$ cat config.mk
export PLATFORM = sky130hd
export DESIGN_NAME = source_token_scanner_flat
export DESIGN_NICKNAME = d
export VERILOG_FILES = /design/src/rtl/stsc_pkg.sv /design/src/rtl/stsc_in_if.sv /design/src/rtl/stsc_out_if.sv /design/src/rtl/source_token_scanner.sv /design/src/rtl/stsc_front.sv /design/src/rtl/stsc_back.sv /design/src/flat_wrapper.sv
export VERILOG_INCLUDE_DIRS = /design/src /design/src/rtl
export SDC_FILE = /design/constraint.sdc
export NUM_CORES = 2
export LEC_CHECK = 0
export BUFFER_PORTS_ARGS = -buffer_cell sky130_fd_sc_hd__buf_2
export CORE_MARGIN = 2
export CORE_UTILIZATION = 28
export CTS_CLUSTER_SIZE = 16
export DETAILED_ROUTE_END_ITERATION = 16
export HOLD_SLACK_MARGIN = 0.12
export PLACE_DENSITY = 0.4
export SLEW_MARGIN = 20
export SYNTH_ARGS = -nofsm -noshare
export SYNTH_HDL_FRONTEND = slang
export SYNTH_SLANG_ARGS = --single-unit
$ cat constraint.sdc
create_clock -name i_clk -period 14.1 [get_ports i_clk]
set_input_delay 2.82 -clock i_clk [delete_from_list [all_inputs] [get_ports i_clk]]
set_output_delay 2.82 -clock i_clk [all_outputs]
set_load 0.01 [all_outputs]
$ cat src/rtl/source_token_scanner_defines.svh
// ----------------------------------------------------------------------------
// source_token_scanner_defines
// assertion macros shared by the scanner modules
// ----------------------------------------------------------------------------
`ifndef SOURCE_TOKEN_SCANNER_DEFINES_SVH
`define SOURCE_TOKEN_SCANNER_DEFINES_SVH

// same-cycle implication, checked out of reset
`define STSC_ASSERT_NOW(lbl, clk, rst_n, pre, post) \
    lbl: assert property (@(posedge clk) disable iff (!rst_n) (pre) |-> (post)) \
        else $error("stsc same-cycle check failed");

// next-cycle implication, checked out of reset
`define STSC_ASSERT_NEXT(lbl, clk, rst_n, pre, post) \
    lbl: assert property (@(posedge clk) disable iff (!rst_n) (pre) |=> (post)) \
        else $error("stsc next-cycle check failed");

`endif

$ cat src/rtl/stsc_pkg.sv
// ----------------------------------------------------------------------------
// stsc_pkg
// shared types, constants and lookup functions of the token scanner
// ----------------------------------------------------------------------------
`timescale 1ns / 1ps
`default_nettype none

package stsc_pkg;

    localparam int POS_BITS_DEF   = 16;
    localparam int BRACE_BITS_DEF = 8;

    // token kinds
    localparam logic [3:0] KIND_TEXT   = 4'd0;
    localparam logic [3:0] KIND_CONST  = 4'd1;
    localparam logic [3:0] KIND_IDENT  = 4'd2;
    localparam logic [3:0] KIND_KEYW   = 4'd3;
    localparam logic [3:0] KIND_TYPE   = 4'd4;
    localparam logic [3:0] KIND_OPER   = 4'd5;
    localparam logic [3:0] KIND_STRING = 4'd6;
    localparam logic [3:0] KIND_NSTART = 4'd7;
    localparam logic [3:0] KIND_NATIVE = 4'd8;
    localparam logic [3:0] KIND_END    = 4'd9;
    localparam logic [3:0] KIND_ERROR  = 4'd10;

    // error codes
    localparam logic [1:0] ERR_NONE    = 2'd0;
    localparam logic [1:0] ERR_LETTER  = 2'd1;
    localparam logic [1:0] ERR_STRING  = 2'd2;
    localparam logic [1:0] ERR_UNKNOWN = 2'd3;

    // operator indexes with special handling
    localparam logic [5:0] OP_LINE_CMT  = 6'd43;
    localparam logic [5:0] OP_BLOCK_CMT = 6'd44;
    localparam logic [5:0] CODE_NATIVE  = 6'd10;

    // bytes with special meaning
    localparam logic [7:0] CH_NL     = 8'h0A;
    localparam logic [7:0] CH_QUOTE  = 8'h22;
    localparam logic [7:0] CH_BSLASH = 8'h5C;
    localparam logic [7:0] CH_STAR   = 8'h2A;
    localparam logic [7:0] CH_SLASH  = 8'h2F;
    localparam logic [7:0] CH_LBRACE = 8'h7B;
    localparam logic [7:0] CH_RBRACE = 8'h7D;
    localparam logic [7:0] CH_SEMI   = 8'h3B;
    localparam logic [7:0] CH_ZERO   = 8'h30;

    typedef struct packed {
        logic [3:0]  kind;
        logic [5:0]  code;
        logic [7:0]  text_byte;
        logic [63:0] number_value;
        logic [15:0] token_row;
        logic [15:0] token_col;
        logic [1:0]  error_code;
    } t_rec;

    // one queue entry: one or two records from one item
    typedef struct packed {
        logic two;
        t_rec rec0;
        t_rec rec1;
    } t_entry;

    typedef struct packed {
        logic       hit;
        logic [5:0] idx;
    } t_op_res;

    typedef struct packed {
        logic [3:0] kind;
        logic [5:0] code;
    } t_word_cls;

    function automatic t_rec mk_rec(logic [3:0] kind, logic [5:0] code, logic [7:0] b,
                                    logic [63:0] val, logic [15:0] row, logic [15:0] col,
                                    logic [1:0] err);
        t_rec r;
        r.kind = kind; r.code = code; r.text_byte = b; r.number_value = val;
        r.token_row = row; r.token_col = col; r.error_code = err;
        return r;
    endfunction

    function automatic logic is_sp(logic [7:0] c);
        return (c == 8'h20) || (c >= 8'd9 && c <= 8'd13);
    endfunction

    function automatic logic is_dig(logic [7:0] c);
        return c >= "0" && c <= "9";
    endfunction

    function automatic logic is_alf(logic [7:0] c);
        return (c >= "a" && c <= "z") || (c >= "A" && c <= "Z");
    endfunction

    // operator made of one byte
    function automatic t_op_res op_single(logic [7:0] c);
        t_op_res r;
        r.hit = 1'b1;
        case (c)
            ":":     r.idx = 6'd0;
            ";":     r.idx = 6'd1;
            "+":     r.idx = 6'd2;
            "-":     r.idx = 6'd3;
            "*":     r.idx = 6'd4;
            "/":     r.idx = 6'd5;
            "%":     r.idx = 6'd6;
            "&":     r.idx = 6'd11;
            "|":     r.idx = 6'd13;
            "!":     r.idx = 6'd14;
            "~":     r.idx = 6'd15;
            "^":     r.idx = 6'd16;
            "(":     r.idx = 6'd17;
            ")":     r.idx = 6'd18;
            "[":     r.idx = 6'd19;
            "]":     r.idx = 6'd20;
            "=":     r.idx = 6'd22;
            "<":     r.idx = 6'd23;
            ">":     r.idx = 6'd24;
            8'h22:   r.idx = 6'd38;
            8'h27:   r.idx = 6'd39;
            ".":     r.idx = 6'd40;
            ",":     r.idx = 6'd41;
            "?":     r.idx = 6'd42;
            "{":     r.idx = 6'd45;
            "}":     r.idx = 6'd46;
            default: begin
                r.hit = 1'b0; r.idx = 6'd0;
            end
        endcase
        return r;
    endfunction

    // longer operator formed by appending one byte
    function automatic t_op_res op_extend(logic [5:0] base, logic [7:0] c);
        t_op_res r;
        r.hit = 1'b1; r.idx = 6'd0;
        case (base)
            6'd2:  if (c == "=") r.idx = 6'd28; else r.hit = 1'b0;
            6'd3:  if (c == "=") r.idx = 6'd29; else r.hit = 1'b0;
            6'd4:  if (c == "*") r.idx = 6'd7;
                   else if (c == "=") r.idx = 6'd30; else r.hit = 1'b0;
            6'd5:  if (c == "=") r.idx = 6'd31;
                   else if (c == "/") r.idx = OP_LINE_CMT;
                   else if (c == "*") r.idx = OP_BLOCK_CMT; else r.hit = 1'b0;
            6'd7:  if (c == "=") r.idx = 6'd32; else r.hit = 1'b0;
            6'd8:  if (c == "=") r.idx = 6'd33; else r.hit = 1'b0;
            6'd9:  if (c == "=") r.idx = 6'd34; else r.hit = 1'b0;
            6'd11: if (c == "&") r.idx = 6'd10;
                   else if (c == "=") r.idx = 6'd36; else r.hit = 1'b0;
            6'd13: if (c == "|") r.idx = 6'd12;
                   else if (c == "=") r.idx = 6'd35; else r.hit = 1'b0;
            6'd14: if (c == "=") r.idx = 6'd25; else r.hit = 1'b0;
            6'd16: if (c == "=") r.idx = 6'd37; else r.hit = 1'b0;
            6'd22: if (c == "=") r.idx = 6'd21; else r.hit = 1'b0;
            6'd23: if (c == "<") r.idx = 6'd8;
                   else if (c == "=") r.idx = 6'd26; else r.hit = 1'b0;
            6'd24: if (c == ">") r.idx = 6'd9;
                   else if (c == "=") r.idx = 6'd27; else r.hit = 1'b0;
            default: r.hit = 1'b0;
        endcase
        return r;
    endfunction

    // buffer holds the word with its first byte lowest
    function automatic logic word_is(logic [63:0] b, logic [3:0] len, logic [63:0] s, int n);
        logic [63:0] r;
        r = '0;
        for (int k = 0; k < 8; k++) begin
            if (k < n) r[8*k +: 8] = s[8*(n-1-k) +: 8];
        end
        return (b == r) && (len == 4'(n));
    endfunction

    // keyword, typename or plain identifier
    function automatic t_word_cls word_class(logic [63:0] b, logic [3:0] len);
        t_word_cls r;
        r.kind = KIND_IDENT; r.code = 6'd0;
        if      (word_is(b, len, "let", 3))      begin r.kind = KIND_KEYW; r.code = 6'd0; end
        else if (word_is(b, len, "as", 2))       begin r.kind = KIND_KEYW; r.code = 6'd1; end
        else if (word_is(b, len, "class", 5))    begin r.kind = KIND_KEYW; r.code = 6'd2; end
        else if (word_is(b, len, "struct", 6))   begin r.kind = KIND_KEYW; r.code = 6'd3; end
        else if (word_is(b, len, "if", 2))       begin r.kind = KIND_KEYW; r.code = 6'd4; end
        else if (word_is(b, len, "else", 4))     begin r.kind = KIND_KEYW; r.code = 6'd5; end
        else if (word_is(b, len, "for", 3))      begin r.kind = KIND_KEYW; r.code = 6'd6; end
        else if (word_is(b, len, "while", 5))    begin r.kind = KIND_KEYW; r.code = 6'd7; end
        else if (word_is(b, len, "return", 6))   begin r.kind = KIND_KEYW; r.code = 6'd8; end
        else if (word_is(b, len, "continue", 8)) begin r.kind = KIND_KEYW; r.code = 6'd9; end
        else if (word_is(b, len, "void", 4))     begin r.kind = KIND_TYPE; r.code = 6'd0; end
        else if (word_is(b, len, "string", 6))   begin r.kind = KIND_TYPE; r.code = 6'd1; end
        else if (word_is(b, len, "object", 6))   begin r.kind = KIND_TYPE; r.code = 6'd2; end
        else if (word_is(b, len, "list", 4))     begin r.kind = KIND_TYPE; r.code = 6'd3; end
        else if (word_is(b, len, "int", 3))      begin r.kind = KIND_TYPE; r.code = 6'd4; end
        else if (word_is(b, len, "char", 4))     begin r.kind = KIND_TYPE; r.code = 6'd5; end
        else if (word_is(b, len, "double", 6))   begin r.kind = KIND_TYPE; r.code = 6'd6; end
        else if (word_is(b, len, "long", 4))     begin r.kind = KIND_TYPE; r.code = 6'd7; end
        else if (word_is(b, len, "float", 5))    begin r.kind = KIND_TYPE; r.code = 6'd8; end
        return r;
    endfunction

endpackage

`default_nettype wire

$ cat src/rtl/stsc_in_if.sv
// ----------------------------------------------------------------------------
// stsc_in_if
// source byte channel: valid, ready and one byte or end-of-file mark
// ----------------------------------------------------------------------------
`timescale 1ns / 1ps
`default_nettype none

interface stsc_in_if;
    logic       valid;
    logic       ready;
    logic [7:0] char_code;
    logic       end_of_file;

    modport source (output valid, char_code, end_of_file, input ready);
    modport sink   (input valid, char_code, end_of_file, output ready);
endinterface

`default_nettype wire

$ cat src/rtl/stsc_out_if.sv
// ----------------------------------------------------------------------------
// stsc_out_if
// token record channel: valid, ready and one result record
// ----------------------------------------------------------------------------
`timescale 1ns / 1ps
`default_nettype none

interface stsc_out_if;
    logic        valid;
    logic        ready;
    logic [3:0]  kind;
    logic [5:0]  code;
    logic [7:0]  text_byte;
    logic [63:0] number_value;
    logic [15:0] token_row;
    logic [15:0] token_col;
    logic [1:0]  error_code;
    logic        last;

    modport source (output valid, kind, code, text_byte, number_value, token_row,
                    token_col, error_code, last, input ready);
    modport sink   (input valid, kind, code, text_byte, number_value, token_row,
                    token_col, error_code, last, output ready);
endinterface

`default_nettype wire

$ cat src/rtl/source_token_scanner.sv
// ----------------------------------------------------------------------------
// source_token_scanner
// streaming lexer: source bytes in, token and text records out
// ----------------------------------------------------------------------------
// One source byte, or an end-of-file mark, is taken per cycle whenever the
// record queue has room; the front decides the byte in that single cycle and
// writes the one or two records it causes, if any, into a two-entry queue.
// The back side drains one record per cycle while the output is ready, so
// the two records of one byte leave one after the other, and sustained
// input rate is one item per cycle as long as items average no more than
// one record each and the output does not stall.
`timescale 1ns / 1ps
`default_nettype none

module source_token_scanner #(
    parameter int POS_BITS   = stsc_pkg::POS_BITS_DEF,
    parameter int BRACE_BITS = stsc_pkg::BRACE_BITS_DEF
) (
    input  wire logic    i_clk,
    input  wire logic    i_rst_n,
    stsc_in_if.sink      i_in,
    stsc_out_if.source   o_out
);

    logic             push, space;
    stsc_pkg::t_entry entry;
    stsc_pkg::t_rec   rec;
    logic             last;

    // front: mode tracking and record forming
    stsc_front #(
        .POS_BITS   (POS_BITS),
        .BRACE_BITS (BRACE_BITS)
    ) u_front (
        .i_clk         (i_clk),
        .i_rst_n       (i_rst_n),
        .i_valid       (i_in.valid),
        .o_ready       (i_in.ready),
        .i_char_code   (i_in.char_code),
        .i_end_of_file (i_in.end_of_file),
        .i_space       (space),
        .o_push        (push),
        .o_entry       (entry)
    );

    // back: queue and record output
    stsc_back u_back (
        .i_clk   (i_clk),
        .i_rst_n (i_rst_n),
        .i_push  (push),
        .i_entry (entry),
        .o_space (space),
        .o_valid (o_out.valid),
        .i_ready (o_out.ready),
        .o_rec   (rec),
        .o_last  (last)
    );

    assign o_out.kind         = rec.kind;
    assign o_out.code         = rec.code;
    assign o_out.text_byte    = (rec.kind == stsc_pkg::KIND_TEXT) ? rec.text_byte : 8'd0;
    assign o_out.number_value = rec.number_value;
    assign o_out.token_row    = rec.token_row;
    assign o_out.token_col    = rec.token_col;
    assign o_out.error_code   = rec.error_code;
    assign o_out.last         = last;

endmodule

`default_nettype wire

$ cat src/rtl/stsc_front.sv
// ----------------------------------------------------------------------------
// stsc_front
// scanner front: takes one byte per cycle while the queue has room,
// updates lexer mode and position, and forms the one or two records it causes
// ----------------------------------------------------------------------------
`timescale 1ns / 1ps
`default_nettype none

`include "source_token_scanner_defines.svh"

module stsc_front #(
    parameter int POS_BITS   = stsc_pkg::POS_BITS_DEF,
    parameter int BRACE_BITS = stsc_pkg::BRACE_BITS_DEF
) (
    input  wire logic            i_clk,
    input  wire logic            i_rst_n,
    input  wire logic            i_valid,
    output logic                 o_ready,
    input  wire logic [7:0]      i_char_code,
    input  wire logic            i_end_of_file,
    input  wire logic            i_space,
    output logic                 o_push,
    output stsc_pkg::t_entry     o_entry
);

    typedef enum logic [10:0] {
        MODE_IDLE   = 11'b000_0000_0001,
        MODE_NUM    = 11'b000_0000_0010,
        MODE_WORD   = 11'b000_0000_0100,
        MODE_STR    = 11'b000_0000_1000,
        MODE_OPER   = 11'b000_0001_0000,
        MODE_LINE   = 11'b000_0010_0000,
        MODE_BLOCK  = 11'b000_0100_0000,
        MODE_NWAIT  = 11'b000_1000_0000,
        MODE_NBRACE = 11'b001_0000_0000,
        MODE_NSEMI  = 11'b010_0000_0000,
        MODE_ERR    = 11'b100_0000_0000
    } t_mode;

    t_mode                 r_mode, n_mode;
    logic [63:0]           r_buf, n_buf;
    logic [3:0]            r_len, n_len;
    logic [63:0]           r_acc, n_acc;
    logic [5:0]            r_op, n_op;
    logic [7:0]            r_prev, n_prev;
    logic [BRACE_BITS-1:0] r_depth, n_depth;
    logic [POS_BITS-1:0]   r_cur_row, n_cur_row, r_cur_col, n_cur_col;
    logic [POS_BITS-1:0]   r_st_row, n_st_row, r_st_col, n_st_col;

    logic                  acc;
    logic [7:0]            c;
    logic [POS_BITS+15:0]  cr_x, cc_x, sr_x, sc_x;
    logic [15:0]           cr16, cc16, sr16, sc16;
    logic                  a_v, b_v, do_idle, do_nwait;
    stsc_pkg::t_rec        a_rec, b_rec;
    stsc_pkg::t_op_res     op_ext, op_one;
    stsc_pkg::t_word_cls   wcls;
    logic                  is_native;

    assign o_ready = i_space;
    assign acc     = i_valid && i_space;
    assign c       = i_char_code;

    // positions as output in their low 16 bits
    assign cr_x = {16'b0, r_cur_row};
    assign cc_x = {16'b0, r_cur_col};
    assign sr_x = {16'b0, r_st_row};
    assign sc_x = {16'b0, r_st_col};
    assign cr16 = cr_x[15:0];
    assign cc16 = cc_x[15:0];
    assign sr16 = sr_x[15:0];
    assign sc16 = sc_x[15:0];

    assign op_ext    = stsc_pkg::op_extend(r_op, c);
    assign op_one    = stsc_pkg::op_single(c);
    assign wcls      = stsc_pkg::word_class(r_buf, r_len);
    assign is_native = stsc_pkg::word_is(r_buf, r_len, "native", 6);

    // next state and records of one item
    always_comb begin
        n_mode = r_mode; n_buf = r_buf; n_len = r_len; n_acc = r_acc; n_op = r_op;
        n_prev = r_prev; n_depth = r_depth;
        n_cur_row = r_cur_row; n_cur_col = r_cur_col;
        n_st_row = r_st_row; n_st_col = r_st_col;
        a_v = 1'b0; b_v = 1'b0; do_idle = 1'b0; do_nwait = 1'b0;
        a_rec = stsc_pkg::mk_rec(stsc_pkg::KIND_TEXT, 6'd0, c, 64'd0, sr16, sc16,
                                 stsc_pkg::ERR_NONE);
        b_rec = a_rec;

        if (i_end_of_file) begin
            // flush pending token, then end record, then back to reset
            case (r_mode)
                MODE_NUM: begin
                    a_v = 1'b1;
                    a_rec = stsc_pkg::mk_rec(stsc_pkg::KIND_CONST, 6'd0, 8'd0, r_acc,
                                             sr16, sc16, stsc_pkg::ERR_NONE);
                end
                MODE_WORD: begin
                    a_v = 1'b1;
                    if (is_native)
                        a_rec = stsc_pkg::mk_rec(stsc_pkg::KIND_NATIVE, stsc_pkg::CODE_NATIVE,
                                                 8'd0, 64'd0, sr16, sc16, stsc_pkg::ERR_NONE);
                    else
                        a_rec = stsc_pkg::mk_rec(wcls.kind, wcls.code, 8'd0, 64'd0,
                                                 sr16, sc16, stsc_pkg::ERR_NONE);
                end
                MODE_STR: begin
                    a_v = 1'b1;
                    a_rec = stsc_pkg::mk_rec(stsc_pkg::KIND_ERROR, 6'd0, 8'd0, 64'd0,
                                             sr16, sc16, stsc_pkg::ERR_STRING);
                end
                MODE_OPER: begin
                    a_v = (r_op != stsc_pkg::OP_LINE_CMT) && (r_op != stsc_pkg::OP_BLOCK_CMT);
                    a_rec = stsc_pkg::mk_rec(stsc_pkg::KIND_OPER, r_op, 8'd0, 64'd0,
                                             sr16, sc16, stsc_pkg::ERR_NONE);
                end
                MODE_NWAIT, MODE_NBRACE, MODE_NSEMI: begin
                    a_v = 1'b1;
                    a_rec = stsc_pkg::mk_rec(stsc_pkg::KIND_NATIVE, stsc_pkg::CODE_NATIVE,
                                             8'd0, 64'd0, sr16, sc16, stsc_pkg::ERR_NONE);
                end
                default: a_v = 1'b0;
            endcase
            b_v = 1'b1;
            b_rec = stsc_pkg::mk_rec(stsc_pkg::KIND_END, 6'd0, 8'd0, 64'd0, cr16, cc16,
                                     stsc_pkg::ERR_NONE);
            n_mode = MODE_IDLE; n_buf = '0; n_len = '0; n_acc = '0; n_op = '0;
            n_prev = '0; n_depth = '0;
            n_cur_row = '0; n_cur_col = '0; n_st_row = '0; n_st_col = '0;
        end else begin
            case (r_mode)
                MODE_IDLE: do_idle = 1'b1;
                MODE_NUM: begin
                    if (stsc_pkg::is_dig(c)) begin
                        n_acc = (r_acc << 3) + (r_acc << 1) + {56'd0, c - stsc_pkg::CH_ZERO};
                    end else if (stsc_pkg::is_alf(c) || c == "_") begin
                        n_mode = MODE_ERR; a_v = 1'b1;
                        a_rec = stsc_pkg::mk_rec(stsc_pkg::KIND_ERROR, 6'd0, 8'd0, 64'd0,
                                                 sr16, sc16, stsc_pkg::ERR_LETTER);
                    end else begin
                        a_v = 1'b1; do_idle = 1'b1;
                        a_rec = stsc_pkg::mk_rec(stsc_pkg::KIND_CONST, 6'd0, 8'd0, r_acc,
                                                 sr16, sc16, stsc_pkg::ERR_NONE);
                    end
                end
                MODE_WORD: begin
                    a_v = 1'b1;
                    if (stsc_pkg::is_alf(c) || stsc_pkg::is_dig(c) || c == "_") begin
                        if (!r_len[3]) n_buf[{r_len[2:0], 3'b000} +: 8] = c;
                        if (r_len != 4'd9) n_len = r_len + 4'd1;
                    end else if (is_native) begin
                        do_nwait = 1'b1;
                        a_rec = stsc_pkg::mk_rec(stsc_pkg::KIND_NSTART, stsc_pkg::CODE_NATIVE,
                                                 8'd0, 64'd0, sr16, sc16, stsc_pkg::ERR_NONE);
                    end else begin
                        do_idle = 1'b1;
                        a_rec = stsc_pkg::mk_rec(wcls.kind, wcls.code, 8'd0, 64'd0,
                                                 sr16, sc16, stsc_pkg::ERR_NONE);
                    end
                end
                MODE_STR: begin
                    a_v = 1'b1;
                    if (c == stsc_pkg::CH_QUOTE && r_prev != stsc_pkg::CH_BSLASH) begin
                        n_mode = MODE_IDLE;
                        a_rec = stsc_pkg::mk_rec(stsc_pkg::KIND_STRING, 6'd0, 8'd0, 64'd0,
                                                 sr16, sc16, stsc_pkg::ERR_NONE);
                    end else begin
                        n_prev = c;
                    end
                end
                MODE_OPER: begin
                    if (op_ext.hit && c != 8'd0) begin
                        n_op = op_ext.idx;
                    end else if (r_op == stsc_pkg::OP_LINE_CMT) begin
                        n_mode = (c == stsc_pkg::CH_NL) ? MODE_IDLE : MODE_LINE;
                    end else if (r_op == stsc_pkg::OP_BLOCK_CMT) begin
                        n_mode = MODE_BLOCK; n_prev = c;
                    end else begin
                        a_v = 1'b1; do_idle = 1'b1;
                        a_rec = stsc_pkg::mk_rec(stsc_pkg::KIND_OPER, r_op, 8'd0, 64'd0,
                                                 sr16, sc16, stsc_pkg::ERR_NONE);
                    end
                end
                MODE_LINE: if (c == stsc_pkg::CH_NL) n_mode = MODE_IDLE;
                MODE_BLOCK: begin
                    if (r_prev == stsc_pkg::CH_STAR && c == stsc_pkg::CH_SLASH)
                        n_mode = MODE_IDLE;
                    else
                        n_prev = c;
                end
                MODE_NWAIT: do_nwait = 1'b1;
                MODE_NBRACE: begin
                    a_v = 1'b1;
                    if (c == 8'd0) begin
                        n_mode = MODE_IDLE;
                        a_rec = stsc_pkg::mk_rec(stsc_pkg::KIND_NATIVE, stsc_pkg::CODE_NATIVE,
                                                 8'd0, 64'd0, sr16, sc16, stsc_pkg::ERR_NONE);
                    end else if (c == stsc_pkg::CH_LBRACE) begin
                        if (r_depth != '1) n_depth = r_depth + 1'b1;
                    end else if (c == stsc_pkg::CH_RBRACE) begin
                        if (r_depth != '0) n_depth = r_depth - 1'b1;
                        if (n_depth == '0) begin
                            n_mode = MODE_IDLE;
                            a_rec = stsc_pkg::mk_rec(stsc_pkg::KIND_NATIVE,
                                                     stsc_pkg::CODE_NATIVE, 8'd0, 64'd0,
                                                     sr16, sc16, stsc_pkg::ERR_NONE);
                        end
                    end
                end
                MODE_NSEMI: begin
                    a_v = 1'b1;
                    if (c == stsc_pkg::CH_SEMI) begin
                        n_mode = MODE_IDLE;
                        a_rec = stsc_pkg::mk_rec(stsc_pkg::KIND_NATIVE, stsc_pkg::CODE_NATIVE,
                                                 8'd0, 64'd0, sr16, sc16, stsc_pkg::ERR_NONE);
                    end
                end
                MODE_ERR: a_v = 1'b0;
                default: do_idle = 1'b1;
            endcase

            // byte seen with no token open
            if (do_idle) begin
                n_mode = MODE_IDLE;
                if (!stsc_pkg::is_sp(c)) begin
                    n_st_row = r_cur_row; n_st_col = r_cur_col;
                    if (stsc_pkg::is_dig(c)) begin
                        n_mode = MODE_NUM; n_acc = {56'd0, c - stsc_pkg::CH_ZERO};
                    end else if (stsc_pkg::is_alf(c) || c == "_") begin
                        n_mode = MODE_WORD; n_buf = {56'd0, c}; n_len = 4'd1;
                        b_v = 1'b1;
                        b_rec = stsc_pkg::mk_rec(stsc_pkg::KIND_TEXT, 6'd0, c, 64'd0,
                                                 cr16, cc16, stsc_pkg::ERR_NONE);
                    end else if (c == stsc_pkg::CH_QUOTE) begin
                        n_mode = MODE_STR; n_prev = 8'd0;
                    end else if (op_one.hit) begin
                        n_mode = MODE_OPER; n_op = op_one.idx;
                    end else begin
                        n_mode = MODE_ERR; b_v = 1'b1;
                        b_rec = stsc_pkg::mk_rec(stsc_pkg::KIND_ERROR, 6'd0, 8'd0, 64'd0,
                                                 cr16, cc16, stsc_pkg::ERR_UNKNOWN);
                    end
                end
            end

            // byte after the native keyword
            if (do_nwait) begin
                n_mode = MODE_NWAIT;
                if (!stsc_pkg::is_sp(c)) begin
                    if (c == stsc_pkg::CH_LBRACE) begin
                        n_mode = MODE_NBRACE; n_depth = BRACE_BITS'(1);
                    end else begin
                        n_mode = MODE_NSEMI; b_v = 1'b1;
                    end
                end
            end

            // position of the next byte
            if (c == stsc_pkg::CH_NL) begin
                if (r_cur_row != '1) n_cur_row = r_cur_row + 1'b1;
                n_cur_col = '0;
            end else if (r_cur_col != '1) begin
                n_cur_col = r_cur_col + 1'b1;
            end
        end
    end

    // compact the records of this item into one entry
    always_comb begin
        o_push        = acc && (a_v || b_v);
        o_entry.two   = a_v && b_v;
        o_entry.rec0  = a_v ? a_rec : b_rec;
        o_entry.rec1  = b_rec;
    end

    // state registers
    always_ff @(posedge i_clk) begin
        if (!i_rst_n) begin
            r_mode <= MODE_IDLE; r_buf <= '0; r_len <= '0; r_acc <= '0; r_op <= '0;
            r_prev <= '0; r_depth <= '0;
            r_cur_row <= '0; r_cur_col <= '0; r_st_row <= '0; r_st_col <= '0;
        end else if (acc) begin
            r_mode <= n_mode; r_buf <= n_buf; r_len <= n_len; r_acc <= n_acc; r_op <= n_op;
            r_prev <= n_prev; r_depth <= n_depth;
            r_cur_row <= n_cur_row; r_cur_col <= n_cur_col;
            r_st_row <= n_st_row; r_st_col <= n_st_col;
        end
    end

    `STSC_ASSERT_NEXT(a_eof_resets, i_clk, i_rst_n, acc && i_end_of_file, r_mode == MODE_IDLE && r_cur_row == '0 && r_cur_col == '0)
    `STSC_ASSERT_NOW(a_brace_open, i_clk, i_rst_n, r_mode == MODE_NBRACE, r_depth != '0)
    `STSC_ASSERT_NOW(a_eof_pushes, i_clk, i_rst_n, acc && i_end_of_file, o_push && o_entry.rec1.kind == stsc_pkg::KIND_END)

endmodule

`default_nettype wire

$ cat src/rtl/stsc_back.sv
// ----------------------------------------------------------------------------
// stsc_back
// two-entry record queue and output sequencer: hands out the records of
// each entry in order and marks the final one of an item
// ----------------------------------------------------------------------------
`timescale 1ns / 1ps
`default_nettype none

`include "source_token_scanner_defines.svh"

module stsc_back (
    input  wire logic             i_clk,
    input  wire logic             i_rst_n,
    input  wire logic             i_push,
    input  wire stsc_pkg::t_entry i_entry,
    output logic                  o_space,
    output logic                  o_valid,
    input  wire logic             i_ready,
    output stsc_pkg::t_rec        o_rec,
    output logic                  o_last
);

    stsc_pkg::t_entry r_q [2];
    logic             r_wp, r_rp, r_sub;
    logic [1:0]       r_count;
    logic             pop, take;
    stsc_pkg::t_entry head;

    assign head    = r_q[r_rp];
    assign o_valid = r_count != 2'd0;
    assign o_last  = !head.two || r_sub;
    assign o_rec   = r_sub ? head.rec1 : head.rec0;
    assign take    = o_valid && i_ready;
    assign pop     = take && o_last;
    // a slot frees in the same cycle the head leaves
    assign o_space = (r_count != 2'd2) || pop;

    // queue storage
    always_ff @(posedge i_clk) begin
        if (i_push) r_q[r_wp] <= i_entry;
    end

    // pointers, fill count and record select
    always_ff @(posedge i_clk) begin
        if (!i_rst_n) begin
            r_wp <= 1'b0; r_rp <= 1'b0; r_sub <= 1'b0; r_count <= 2'd0;
        end else begin
            if (i_push) r_wp <= !r_wp;
            if (pop) r_rp <= !r_rp;
            if (take) r_sub <= !o_last;
            if (i_push && !pop) r_count <= r_count + 2'd1;
            else if (pop && !i_push) r_count <= r_count - 2'd1;
        end
    end

    `STSC_ASSERT_NOW(a_count_max, i_clk, i_rst_n, 1'b1, r_count != 2'd3)
    `STSC_ASSERT_NOW(a_sub_two, i_clk, i_rst_n, r_sub, o_valid && head.two)
    `STSC_ASSERT_NEXT(a_pop_only, i_clk, i_rst_n, pop && !i_push, r_count == $past(r_count) - 2'd1)

endmodule

`default_nettype wire
$ cat src/flat_wrapper.sv
// flat-port wrapper written by rule: the top's interface ports become plain ports
module source_token_scanner_flat 
#(
    parameter int POS_BITS   = stsc_pkg::POS_BITS_DEF,
    parameter int BRACE_BITS = stsc_pkg::BRACE_BITS_DEF
)
  (i_clk, i_rst_n, i_in_valid, i_in_char_code, i_in_end_of_file, i_in_ready, o_out_valid, o_out_kind, o_out_code, o_out_text_byte, o_out_number_value, o_out_token_row, o_out_token_col, o_out_error_code, o_out_last, o_out_ready);
  stsc_in_if i_in_i ();
  stsc_out_if o_out_i ();
  input  wire logic i_clk;
  input  wire logic i_rst_n;
  input wire logic [$bits(i_in_i.valid)-1:0] i_in_valid;
  input wire logic [$bits(i_in_i.char_code)-1:0] i_in_char_code;
  input wire logic [$bits(i_in_i.end_of_file)-1:0] i_in_end_of_file;
  output wire logic [$bits(i_in_i.ready)-1:0] i_in_ready;
  output wire logic [$bits(o_out_i.valid)-1:0] o_out_valid;
  output wire logic [$bits(o_out_i.kind)-1:0] o_out_kind;
  output wire logic [$bits(o_out_i.code)-1:0] o_out_code;
  output wire logic [$bits(o_out_i.text_byte)-1:0] o_out_text_byte;
  output wire logic [$bits(o_out_i.number_value)-1:0] o_out_number_value;
  output wire logic [$bits(o_out_i.token_row)-1:0] o_out_token_row;
  output wire logic [$bits(o_out_i.token_col)-1:0] o_out_token_col;
  output wire logic [$bits(o_out_i.error_code)-1:0] o_out_error_code;
  output wire logic [$bits(o_out_i.last)-1:0] o_out_last;
  input wire logic [$bits(o_out_i.ready)-1:0] o_out_ready;
  assign i_in_i.valid = i_in_valid;
  assign i_in_i.char_code = i_in_char_code;
  assign i_in_i.end_of_file = i_in_end_of_file;
  assign i_in_ready = i_in_i.ready;
  assign o_out_valid = o_out_i.valid;
  assign o_out_kind = o_out_i.kind;
  assign o_out_code = o_out_i.code;
  assign o_out_text_byte = o_out_i.text_byte;
  assign o_out_number_value = o_out_i.number_value;
  assign o_out_token_row = o_out_i.token_row;
  assign o_out_token_col = o_out_i.token_col;
  assign o_out_error_code = o_out_i.error_code;
  assign o_out_last = o_out_i.last;
  assign o_out_i.ready = o_out_ready;
  source_token_scanner #(.POS_BITS(POS_BITS), .BRACE_BITS(BRACE_BITS)) u_core (.i_clk(i_clk), .i_rst_n(i_rst_n), .i_in(i_in_i), .o_out(o_out_i));
endmodule
After elaboration in Yosys (flattened, before gate mapping):

Memories as Yosys holds them, arrays and structs flattened. A register that Yosys moved wholly into a read port is not among the register bits.
Index checks and enable logic that the tools add are counted.

* add/sub/neg operators: 11
* magnitude comparators: 8
* equal/unequal tests: 102
* shift-type cells: 2
* multiplexer cells: 999
* reductions and logical operators: 71

Operator list (number)
* $mux W8: 817
* $mux W116: 20
* $mux W64: 14
* $pmux W116 S6: 1
* $pmux W116 S5: 1
* $mux W115: 4
* $eq A64 B32 Y1: 5
* $eq A64 B48 Y1: 5
* $mux W11: 21
* $eq A64 B40 Y1: 3
* $mux W16: 12
* $mux W9: 19
* $eq A8 B6 Y1 const B: 21
* $pmux W6 S24: 1
* $eq A64 B16 Y1: 2
* $eq A64 B24 Y1: 2
* $mux W6: 21
* $pmux W6 S14: 1
* $pmux W11 S7: 1
* $add A64 B64 Y64: 1
* $add A64 B8 Y64: 1
* $bwmux W64: 1
* $eq A64 B23 Y1 const B: 1
* $eq A64 B47 Y1 const B: 1
* 72 further kinds: 217

* register bits after elaboration: 234
* RAM bits: 466
* input bits: 13
* output and inout bits: 119
* logic and storage cells: 1209
* memories kept: 1

Memories
* u_core.u_back.r_q: depth 2, width 233, rd ports 1, clocked after Yosys merged registers in 1, write ports 1, line stsc_back.sv:23 `stsc_pkg::t_entry r_q [2];`

Logic depth before layout (Yosys ltp):

* depth after elaboration: 233
* gate-level depth with buffers: 17
* depth with buffers taken out: 16

Hierarchy:

From an unflattened synthesis, not the netlist that was laid out.

* cell total of the unflattened synthesis: 3181
* area, all modules: 36412.4 um^2

By module, submodules not included
* stsc_front: times used 1, cells an instance 2531, area each 19268.5 um^2, sequential area each 4584.4 um^2
* stsc_back: times used 1, cells an instance 641, area each 17072.6 um^2, sequential area each 14113.5 um^2
* source_token_scanner: times used 1, cells an instance 9, area each 71.3 um^2, sequential area each 0.0 um^2

Worst setup path after synthesis:

No wires, ideal clock.

* path kind: in2reg
* start: in i_in_char_code[0]
* end: mem u_core.u_back.r_q[0][100] (netlist bit) (enable)
* setup time: 0.683 ns
* data arrival time: 11.600 ns
* required time: 13.417 ns
* setup slack: 1.817 ns
* cell stages on the path: 11
* path buffers: 2
* cells stage by stage: clkbuf_1 > clkbuf_1 > nor2_1 > a41o_1 > a21oi_1 > a211o_1 > o311ai_1 > a21oi_2 > a21oi_2 > a31o_1 > nor2_1

* cells in the longest elaborated chain, start to end: 18
* elaborated cells between the ends (all ways): 85
* classes of those cells: order compare (8); eq/ne (28); mux (35); reduce/logical (14)

Ends and longest elaborated chain
* start, declared: line flat_wrapper.sv:13 `input wire logic [$bits(i_in_i.char_code)-1:0] i_in_char_code;`
* $eq A8 B6 Y1: line stsc_pkg.sv:100, stsc_pkg.sv:141, stsc_pkg.sv:145
* $mux W1: line stsc_pkg.sv:145 `else if (c == "*") r.idx = OP_BLOCK_CMT; else r.hit = 1'b0;`
* $mux W1: line stsc_pkg.sv:144 `else if (c == "/") r.idx = OP_LINE_CMT;`
* $mux W1: line stsc_pkg.sv:143 `6'd5: if (c == "=") r.idx = 6'd31;`
* $pmux W1 S7: line stsc_pkg.sv:138 `case (base)`
* $logic_and A1 B1 Y1: line stsc_front.sv:172 `if (op_ext.hit && c != 8'd0) begin`
* $mux W1: line stsc_front.sv:172
* $pmux W1 S4: line stsc_front.sv:131 `case (r_mode)`
* [... 2 more ...]
* $mux W1: line stsc_front.sv:250 `if (c == stsc_pkg::CH_LBRACE) begin`
* $mux W1: line stsc_front.sv:249 `if (!stsc_pkg::is_sp(c)) begin`
* $mux W1: line stsc_front.sv:247 `if (do_nwait) begin`
* $mux W1: line stsc_front.sv:90 `if (i_end_of_file) begin`
* $logic_or A1 B1 Y1 (*): line stsc_front.sv:270 `o_push = acc && (a_v || b_v);`
* $logic_and A1 B1 Y1 (*): line stsc_front.sv:270
* $mux W1 (*): line stsc_back.sv:40 `if (i_push) r_q[r_wp] <= i_entry;`
* $mux W1 (not written as such) (*): line stsc_back.sv:40
* end, declared: line stsc_back.sv:23

Every way passes the cells marked *; elsewhere a longest branch is shown, timed or not. The select of a mux whose other input is x is not followed.

Final worst setup path:

* start: in i_in_char_code[4]
* end: mem u_core.u_back.r_q[0][196] (netlist bit) (enable)

The elaborated chain is that of the path after synthesis.

==> results.ini <==
[cells_and_area]
area_growth_pct=14.54
num-nets-final=3271
fillers=11194
drive_above_1_share=0.1353
final_cell_area_um2=35280
n_antenna_cell=0

[sta]
tns_ps=0
slew_viol_final=0
clock.fmax_mhz=126.7
clock_skew_ps=30.47
setup_violations=0
slew_headroom=0.3077
period_needed_ps=7892
period_share=0.5597
hold_viol_final=0
rsz0062_at_grt=false
worstMarginPinSlew_ps=1038
postLayoutSetupSlackWorst_ps=6208

[clocking]
cts.clk_slew.worst_paths_ps=50
clk_latency_ps=640
root_buffer=clkbuf_16
cts_buffers=73
post_cts_buffers=0
cts_hold_buf=0
cts_max_path_buffers=3
cts_max_level=3
cts_tree=yes
clock-sinks=555
postCtsResizedCells=0

[routing]
routed_via_density=5.289
num_vias=24292
drt_first_pass_iters=5
drt_wl_total_um=100300
ant_nets=0
drt-initial-drc-count=1661
drcViolationCount=0
wl_per_cell_um=21.83

[pwr]
peakVddDrop_mv=0.07305
power_density_nw_per_um2=129.6
p_leak_nw=13.03
total_power_mw=4.574

[placed_design]
pre_cts_ws_ps=5522
placed_area_um2=32870
dp_hpwl_um=70370
place_congestion=0.8777
io_buffers=131

[global_routing]
grt_pass1_wl_um=152600
gr-total-overflow=0
grt_usage=0.1757
grt_max_degree=125
antenna_found_initial=5
grt_pass1_vias=24208

[critical_path]
slowest_delay_ps=790
worstSetupPathType=input port to flop
path_cells=buf_2 -> inv_1 -> ha_1 -> or3b_1 -> nor2_1 -> o2bb2ai_1 -> nor4b_1 -> a211oi_2 -> a21oi_2 -> buf_4 -> a21oi_4 -> buf_4 -> a31o_1 -> nor2_4 -> buf_4 -> buf_4
path_common_cell=buf_4
critPathMaxFanout=63
r2r_slack_ps=8130
worstSetupStartpointType=input port
crit_required_ps=14330
endpoint_kind=flop
cpMaxStageDelayCell=buf_4
arrival_ps=8120

[synth]
synth.avg_cell_area_um2=10.10
synth_common_cells=edfxtp_1, nand2_1, dfxtp_1
synthMostInstantiatedCell=edfxtp_1
yosys_warnings=0
ys_seq_area_frac=0.4647
yosys.area.top_type=edfxtp_1
synth.top_cells.by_area=edfxtp_1, dfxtp_1, ha_1
netlist_area_um2=30800
async_reset_ff_frac=0
ys_ff_latch=555
synthesis.nets=3202
synth_ff_type=edfxtp_1
synth_top_area_share=0.3120
synth_cell_types=100
synth_edf_count=320
synthCells=3050

[die]
io_pins=132
start_util=0.2826
rows=121
coreArea_um2=109000
dieArea_um2=112700
dieHeight_um=335.7
die_x_um=335.7

[outcome]
status=complete, no violations

[flow_run]
cap_violations=0

[hold_path]
hold_path.class=flop to flop

critical path, delay by kind of cell:
kind                     cells  cell delay (ps)
adder cells (fa/ha/maj)      1              320
buffers and inverters        6             2590
AO/OA/AOI/OAI                5              880
AND/OR/NAND/NOR              4             1350
cell type report:
cell class                      instances  area [um2]  share of cell area
Inverter                               57       214.0            0.006064
Tap cell                             1414        1769             0.05014
Clock buffer                          103        2021             0.05727
Multi-Input combinational cell       2269       15660              0.4437
Sequential cell                       555       14320              0.4059
Timing Repair Buffer                  163       910.9             0.02582
Clock inverter                         32       390.4             0.01106
flip-flops by register name, indices dropped and copies added (netlist names), named ones only:
register                 count
u_core.u_front.r_op          6
u_core.u_front.r_depth       8
u_core.u_front.r_len         4
u_core.u_front.r_acc        64
u_core.u_back.r_count        2
u_core.u_front.r_st_row     16
u_core.u_back.r_rp           1
u_core.u_front.r_mode       11
u_core.u_front.cr16         16
u_core.u_back.r_wp           1
u_core.u_front.r_prev        8
u_core.u_front.r_st_col     16
u_core.u_back.r_sub          1
u_core.u_back.r_q          320
u_core.u_front.r_buf        64
u_core.u_front.cc16         16
cells in the final DEF (no fill, tap or decap), types with 16 or more instances in the layout:
cell type / count
and2_1: 107
a21oi_1: 135
nand2_1: 285
dfxtp_1: 233
nand3b_1: 19
o21ai_0: 205
nor2b_1: 86
nor3b_1: 20
mux2_2: 59
o21bai_1: 16
a31oi_1: 25
nor3_1: 58
nand4_1: 46
or3_1: 24
mux4_2: 42
buf_4: 32
o211ai_1: 18
ha_1: 133
a21o_1: 30
nor2_1: 229
xor2_1: 43
nor4_1: 34
nand3_1: 94
mux2i_1: 79
inv_1: 54
edfxtp_1: 320
and3_1: 42
clkbuf_1: 23
nand2b_1: 32
a211oi_1: 21
buf_2: 130
xnor2_1: 42
clkbuf_16: 74
a22oi_1: 36
a21boi_0: 17
worst paths after layout:
| check | startpoint | cells after the start | to |
|---|---|---|---|
| max reg2reg | u_core.u_front.r_len[0] | 12 | u_core.u_back.r_q[0][196] |
| min | u_core.u_front.r_buf[57] | 2 | u_core.u_front.r_buf[57] |
| max | i_in_char_code[4] | 16 | u_core.u_back.r_q[0][196] |
| min reg2reg | u_core.u_front.r_buf[57] | 2 | u_core.u_front.r_buf[57] |
cell families after synthesis:
group | count (synthesis) | share of synthesized area
muxes | 184 | 0.07941
DFF | 555 | 0.4647
adders and majority gates | 139 | 0.05792
buffers and inverters | 226 | 0.02880
xor gates and xnor gates | 85 | 0.02417
and+or+nand+nor | 1176 | 0.1992
AOI/OAI and AO/OA | 685 | 0.1458
report_power, final:
part	internal, mW	leakage (nW)	total [mW]	switching (mW)
combinational	0.284	6.82	0.816	0.532
sequential	1.85	5.05	1.90	0.0462
clock	1.12	1.16	1.86	0.740
total	3.26	13.0	4.57	1.32
metal layers:
| layer | part of all wire | wire (um) | vias to the layer above | track usage |
|---|---|---|---|---|
| li1 | - | - | 11544 | - |
| met1 | 0.46 | 46100 | 12057 | 0.2334 |
| met2 | 0.48 | 48020 | 552 | 0.2976 |
| met3 | 0.036 | 3564 | 139 | 0.02281 |
| met4 | 0.026 | 2596 | 0 | 0.05085 |
| met5 | 0 | 0 | - | 0 |
through the flow:
step           hold WS, ps  cells  utilization
5_1_grt              474.2   4593       0.3237
3_3_place_gp         434.8   4458       0.3015
4_1_cts              455.3   4593       0.3236
3_5_place_dp         442.9   4458       0.3015
6_report             454.5   4593       0.3237
2_1_floorplan        416.6   3050            -
Note: power is estimated with default switching activity, not from simulation.
